[src/hdl/pidsl_pkg.sv]
package pidsl_pkg;

   // Q16.16 unity and the two static-friction gains
   localparam logic signed [31:0] Q_ONE           = 32'sd65536;
   localparam logic signed [31:0] Q_MINUS_ONE     = -32'sd65536;
   localparam logic [16:0]        Q_ONE_MAG       = 17'h10000;
   localparam logic [8:0]         FRIC_GAIN_SAME  = 9'd400;
   localparam logic [8:0]         FRIC_GAIN_CROSS = 9'd100;

   // configuration register indexes
   localparam logic [2:0] REG_SETPOINT       = 3'd0;
   localparam logic [2:0] REG_GAIN_P         = 3'd1;
   localparam logic [2:0] REG_GAIN_I         = 3'd2;
   localparam logic [2:0] REG_GAIN_D         = 3'd3;
   localparam logic [2:0] REG_MAX_OUTPUT     = 3'd4;
   localparam logic [2:0] REG_INTEG_BOUND    = 3'd5;

   // terms handed from the error stage to the multiply stage
   typedef struct packed {
      logic signed [31:0] err;
      logic signed [32:0] diff;
      logic signed [31:0] integ;
      logic signed [26:0] fric;
      logic               sp_zero;
   } pidsl_term_type;

endpackage

[src/hdl/pidsl_error_stage.sv]
module pidsl_error_stage
   import pidsl_pkg::*;
(
   input  logic                clock,
   input  logic                reset,
   input  logic                load,
   input  logic                item_valid,
   input  logic signed [31:0]  measure,
   input  logic signed [31:0]  setpoint,
   input  logic [30:0]         integ_bound,
   output pidsl_term_type      term,
   output logic                term_valid
);

   logic signed [31:0] prev_error_ff, prev_error_in;
   logic signed [31:0] accum_error_ff, accum_error_in;
   pidsl_term_type     term_ff, term_in;
   logic               valid_ff;

   logic signed [32:0] err_raw;
   logic signed [31:0] err_sat;
   logic signed [32:0] integ_raw;
   logic signed [32:0] lim_pos;
   logic signed [32:0] lim_neg;
   logic signed [31:0] integ_clamped;
   logic               sp_big;
   logic               meas_small;
   logic               crossing;
   logic signed [31:0] meas_neg;
   logic [16:0]        abs_meas;
   logic [16:0]        fric_rem;
   logic [25:0]        fric_mag;
   logic signed [26:0] fric;

   always_comb begin
      // saturate the error to 32 bits
      err_raw = {setpoint[31], setpoint} - {measure[31], measure};
      if (err_raw[32] != err_raw[31]) begin
         err_sat = err_raw[32] ? 32'sh8000_0000 : 32'sh7fff_ffff;
      end else begin
         err_sat = err_raw[31:0];
      end

      // integral with symmetric clamp
      integ_raw = {accum_error_ff[31], accum_error_ff} + {err_sat[31], err_sat};
      lim_pos   = $signed({2'b00, integ_bound});
      lim_neg   = -lim_pos;
      if (integ_raw > lim_pos) begin
         integ_clamped = lim_pos[31:0];
      end else if (integ_raw < lim_neg) begin
         integ_clamped = lim_neg[31:0];
      end else begin
         integ_clamped = integ_raw[31:0];
      end

      // static friction near standstill
      sp_big     = (setpoint >= Q_ONE) || (setpoint <= Q_MINUS_ONE);
      meas_small = (measure > Q_MINUS_ONE) && (measure < Q_ONE);
      crossing   = (!setpoint[31] && (setpoint != 32'sd0) && measure[31]) ||
                   (setpoint[31] && !measure[31] && (measure != 32'sd0));
      meas_neg   = -measure;
      abs_meas   = measure[31] ? meas_neg[16:0] : measure[16:0];
      fric_rem   = Q_ONE_MAG - abs_meas;
      fric_mag   = 26'(fric_rem) * 26'(crossing ? FRIC_GAIN_CROSS : FRIC_GAIN_SAME);
      if (sp_big && meas_small) begin
         fric = setpoint[31] ? -$signed({1'b0, fric_mag}) : $signed({1'b0, fric_mag});
      end else begin
         fric = 27'sd0;
      end

      term_in.err     = err_sat;
      term_in.diff    = {err_sat[31], err_sat} - {prev_error_ff[31], prev_error_ff};
      term_in.integ   = integ_clamped;
      term_in.fric    = fric;
      term_in.sp_zero = (setpoint == 32'sd0);

      // advance the loop state only when a real item enters
      prev_error_in  = prev_error_ff;
      accum_error_in = accum_error_ff;
      if (load && item_valid) begin
         prev_error_in  = err_sat;
         accum_error_in = term_in.sp_zero ? 32'sd0 : integ_clamped;
      end
   end

   always_ff @(posedge clock) begin
      if (reset) begin
         prev_error_ff  <= '0;
         accum_error_ff <= '0;
         valid_ff       <= 1'b0;
      end else begin
         prev_error_ff  <= prev_error_in;
         accum_error_ff <= accum_error_in;
         if (load) begin
            valid_ff <= item_valid;
         end
      end
   end

   always_ff @(posedge clock) begin
      if (load) begin
         term_ff <= term_in;
      end
   end

   assign term       = term_ff;
   assign term_valid = valid_ff;

endmodule

[config.mk]
export PLATFORM = sky130hd
export DESIGN_NAME = pidsl_error_stage
export DESIGN_NICKNAME = d
export VERILOG_FILES = /design/src/hdl/pidsl_pkg.sv /design/src/hdl/pidsl_error_stage.sv
export SDC_FILE = /design/constraint.sdc
export NUM_CORES = 1
export LEC_CHECK = 0
export BUFFER_PORTS_ARGS = -buffer_cell sky130_fd_sc_hd__buf_2
export CAP_MARGIN = 20
export CORE_MARGIN = 8
export CORE_UTILIZATION = 40
export CTS_CLUSTER_SIZE = 28
export DETAILED_ROUTE_END_ITERATION = 10
export HOLD_SLACK_MARGIN = 0.1
export PLACE_DENSITY = 0.63
export RECOVER_POWER = 100
export SYNTH_ARGS = -nofsm -noshare
export SYNTH_HDL_FRONTEND = slang
export SYNTH_SLANG_ARGS = --single-unit
export TNS_END_PERCENT = 20
[constraint.sdc]
create_clock -name clock -period 10.5 [get_ports clock]
set_clock_uncertainty 0.15 [all_clocks]
set_input_delay 2.1 -clock clock [delete_from_list [all_inputs] [get_ports clock]]
set_output_delay 2.1 -clock clock [all_outputs]
set_load 0.1 [all_outputs]
==> reports/qor.csv <==
stage,metric,value,unit
status,outcome,"complete, but fails checks",
status,failing checks,"capacitance limit, slew limit",
setup_path,worst r2r path cells,23,
floorplanning,Initial Util,40.5,%
placement,HPWL after detailed placement,52.8,mm
global_routing,first-pass GRT wire length,97.4,mm
floorplanning,Core Region,45300,um^2
setup_path,critical path launch point,measure[12],
pwr,Max VDD drop,0.390,mV
floorplanning,Die Footprint,53000,um^2
timing,Max Slew Vio Count,123,
timing,maximum clock rate,0.0986,GHz
synthesis,Synth top area share,20.1,%
setup_path,CP Capture Point,accum_error_ff[0]$_SDFFE_PP0P_,
route,DR iter-0 viols,1206,
timing,Max-slew headroom,-162,%
route,drt drc,0,
setup_path,startpoint types,input port,
flow_run,Max Cap Violations,2,
synthesis,post-synthesis register bit count,188,
global_routing,GRT Util Overall,23.2,%
finish,final core occ,49.2,%
pwr,Total Power,8.27,mW
cts,clock root buffer,clkbuf_16,
finish,"Design Area, Final",22300,um^2
floorplanning,die width,230,um
timing,WHS,0.307,ns
timing,RSZ-0062 raised after global routing,false,
synthesis,"Async S/R FF share, synth",0,%
cts,total clock sinks,188,
cts,Worst-Skew Late Latency,0.49,ns
global_routing,vias in the first global route,17300,
finish,NumNets Final,2936,
hold_path,worst min-delay path class,flip-flop to flip-flop,
setup_path,Buffers & Inverters on Critical Path,8,
global_routing,initial antenna violation count,4,
synthesis,synthesized area,18300,um^2
setup_path,r2r startpoint,accum_error_ff[0]$_SDFFE_PP0P_,
placement,gpl congestion,0.986,
synthesis,Yosys warning count,0,
route,vias,17400,
cts,"Reg clk slew, reported paths",0.07,ns
cts,H-Tree Depth,4,
synthesis,post-synthesis sequential area ratio,27.2,%
synthesis,most common cell in the netlist,inv_1,
synthesis,"EDFF count, synth",123,
cts,clock tree buffer depth,2,
timing,Worst Slack Setup Final,0.360,ns
finish,layout cells sized above 1,14.7,%
placement,Post-DP Area,21900,um^2
setup_path,CP max-delay cell,or3_1,
route,routed vias/inst,5.48,
pwr,pwr dens,372,nW/um^2
placement,port buffer count,222,
setup_path,WS Path Type,input port to flip-flop,
setup_path,Critical Path Max Stage Delay,0.42,ns
synthesis,cell taking the most area after synthesis,edfxtp_1,
floorplanning,# IOs,225,
finish,area grow syn2layout,21.4,%
setup_path,FF-to-FF setup slack,4.70,ns
global_routing,grt ovf,0,
route,Pre-Repair DR Iteration Count,5,
floorplanning,placement row count,78,
cts,CTS Hold Bufs,0,
synthesis,"Primary FF master, synth",edfxtp_1,
cts,TritonCTS clock tree,built,
timing,Final Hold Violating Endpoints,0,
pwr,Leak,10.1,nW
synthesis,library cells used by synthesis,86,
synthesis,most frequent cells after synthesis,"inv_1, ha_1, nor2_1",
setup_path,Crit path depth,40,
placement,worst slack at placement,-0.127,ns
timing,post-layout minimum cycle time,10.14,ns
global_routing,pin count of the biggest net entering global routing,64,
setup_path,worst path arrival time,10.42,ns
setup_path,crit path max fanout,18,
floorplanning,die span in y,230,um
timing,"Setup violations, final",0,
timing,worst slew pin tran,3.93,ns
route,Final ANT Viol Nets,0,
setup_path,RR Endpoint,accum_error_ff[12]$_SDFFE_PP0P_,
synthesis,mean post-synth cell area,8.63,um^2
route,DRT Wirelength,62.4,mm
setup_path,most used cell along the critical path,buf_4,
setup_path,Crit path max-delay family,compound AO/OA/AOI/OAI gates,
route,wire per inst,19.6,um
timing,Tcrit/Tclk final,96.6,%
cts,Inserted Clock Buffers,17,
setup_path,CP Data Required Time,10.78,ns
synthesis,Synth Instances,2125,
synthesis,largest cells by area after synthesis,"edfxtp_1, ha_1, dfxtp_1",
setup_path,Worst setup EP type,flip-flop,
routing by layer:
metal | wire [um] | GRT usage, % | up-vias
met3 | 3510 | 3.39 | 77
li1 | - | - | 8436
met4 | 1430 | 6.99 | 0
met1 | 28200 | 30.9 | 8330
met2 | 29300 | 38.4 | 572
met5 | 0 | 0 | -
flip-flops by register name, indices dropped and copies added (netlist names):
signal and count:
term_valid 1, prev_error_ff 32, accum_error_ff 32, term 123
power breakdown:
part / switching, mW / internal (mW)
combinational: 4.03 / 2.29
clock: 0.327 / 0.384
sequential: 0.122 / 1.12
per-stage QoR:
stage | TNS [ns] | std cells
2_1_floorplan | 0 | 2128
3_3_place_gp | -0.133 | 3142
3_5_place_dp | -0.127 | 3142
4_1_cts | 0 | 3174
5_1_grt | 0 | 3178
6_report | 0 | 3178
worst register-to-register path, delay by kind of cell, from the launching register on:
family,cells,cell delay (ns)
flip-flops,1,0.32
adder cells (fa/ha/maj),3,0.87
AND/OR/NAND/NOR,5,1.26
AO/OA/AOI/OAI,11,2.39
buffers and inverters,4,0.70
placed cells by master, fill, tap and decap left out, drive strengths merged, types with 34 or more instances in the layout:
cell	synthesis	layout
nor3	40	40
clkbuf	46	198
o21ai	139	139
xnor2	123	123
nor2	184	184
edfxtp	123	123
dfxtp	65	65
nand2	163	163
fa	61	61
ha	214	214
a21oi	151	151
inv	234	240
buf	13	293
a21o	76	76
nand4	34	34
xor2	57	57
worst min-delay path by stage:
stage          slack (ns)                      startpoint                              to  cells after the start
6_report             0.31  prev_error_ff[24]$_SDFFE_PP0P_  prev_error_ff[24]$_SDFFE_PP0P_                      1
5_1_grt              0.33  prev_error_ff[24]$_SDFFE_PP0P_  prev_error_ff[24]$_SDFFE_PP0P_                      1
4_1_cts              0.31  prev_error_ff[24]$_SDFFE_PP0P_  prev_error_ff[24]$_SDFFE_PP0P_                      1
3_5_place_dp         0.29   prev_error_ff[6]$_SDFFE_PP0P_   prev_error_ff[6]$_SDFFE_PP0P_                      1
3_3_place_gp         0.29  prev_error_ff[17]$_SDFFE_PP0P_  prev_error_ff[17]$_SDFFE_PP0P_                      1
2_1_floorplan        0.28  prev_error_ff[10]$_SDFFE_PP0P_  prev_error_ff[10]$_SDFFE_PP0P_                      2
area by class of cell:
cell class                 instances  area [um^2]
clock inverter                    15          206
inverter                         235          882
antenna                            3         7.51
clock buffer                      17          425
multi-input combinational       1646        12300
fill                            4504        23000
timing repair buffer             474         2740
sequential                       188         4990
tap                              600          751
cells by family (layout without fill, tap and decap cells):
| kind of cell | after synthesis | in the layout | synth area share, % |
|---|---|---|---|
| AOI/OAI and AO/OA | 569 | 569 | 20.0 |
| xor gates and xnor gates | 180 | 180 | 8.59 |
| adders and majority gates | 283 | 283 | 21.7 |
| buffers and inverters | 294 | 741 | 6.23 |
| DFF | 188 | 188 | 27.2 |
| muxes | 6 | 6 | 0.348 |
| other | 2 | 8 | 0.0409 |
| and+or+nand+nor | 603 | 603 | 15.9 |
repair_timing:
| item | 4_1_cts | 5_1_grt |
|---|---|---|
| resized for setup | 0 | 7 |
| endpoints found under the setup margin | 0 | 2 |
| buffers inserted | 0 | 0 |
(Power assumes the default switching activity.)
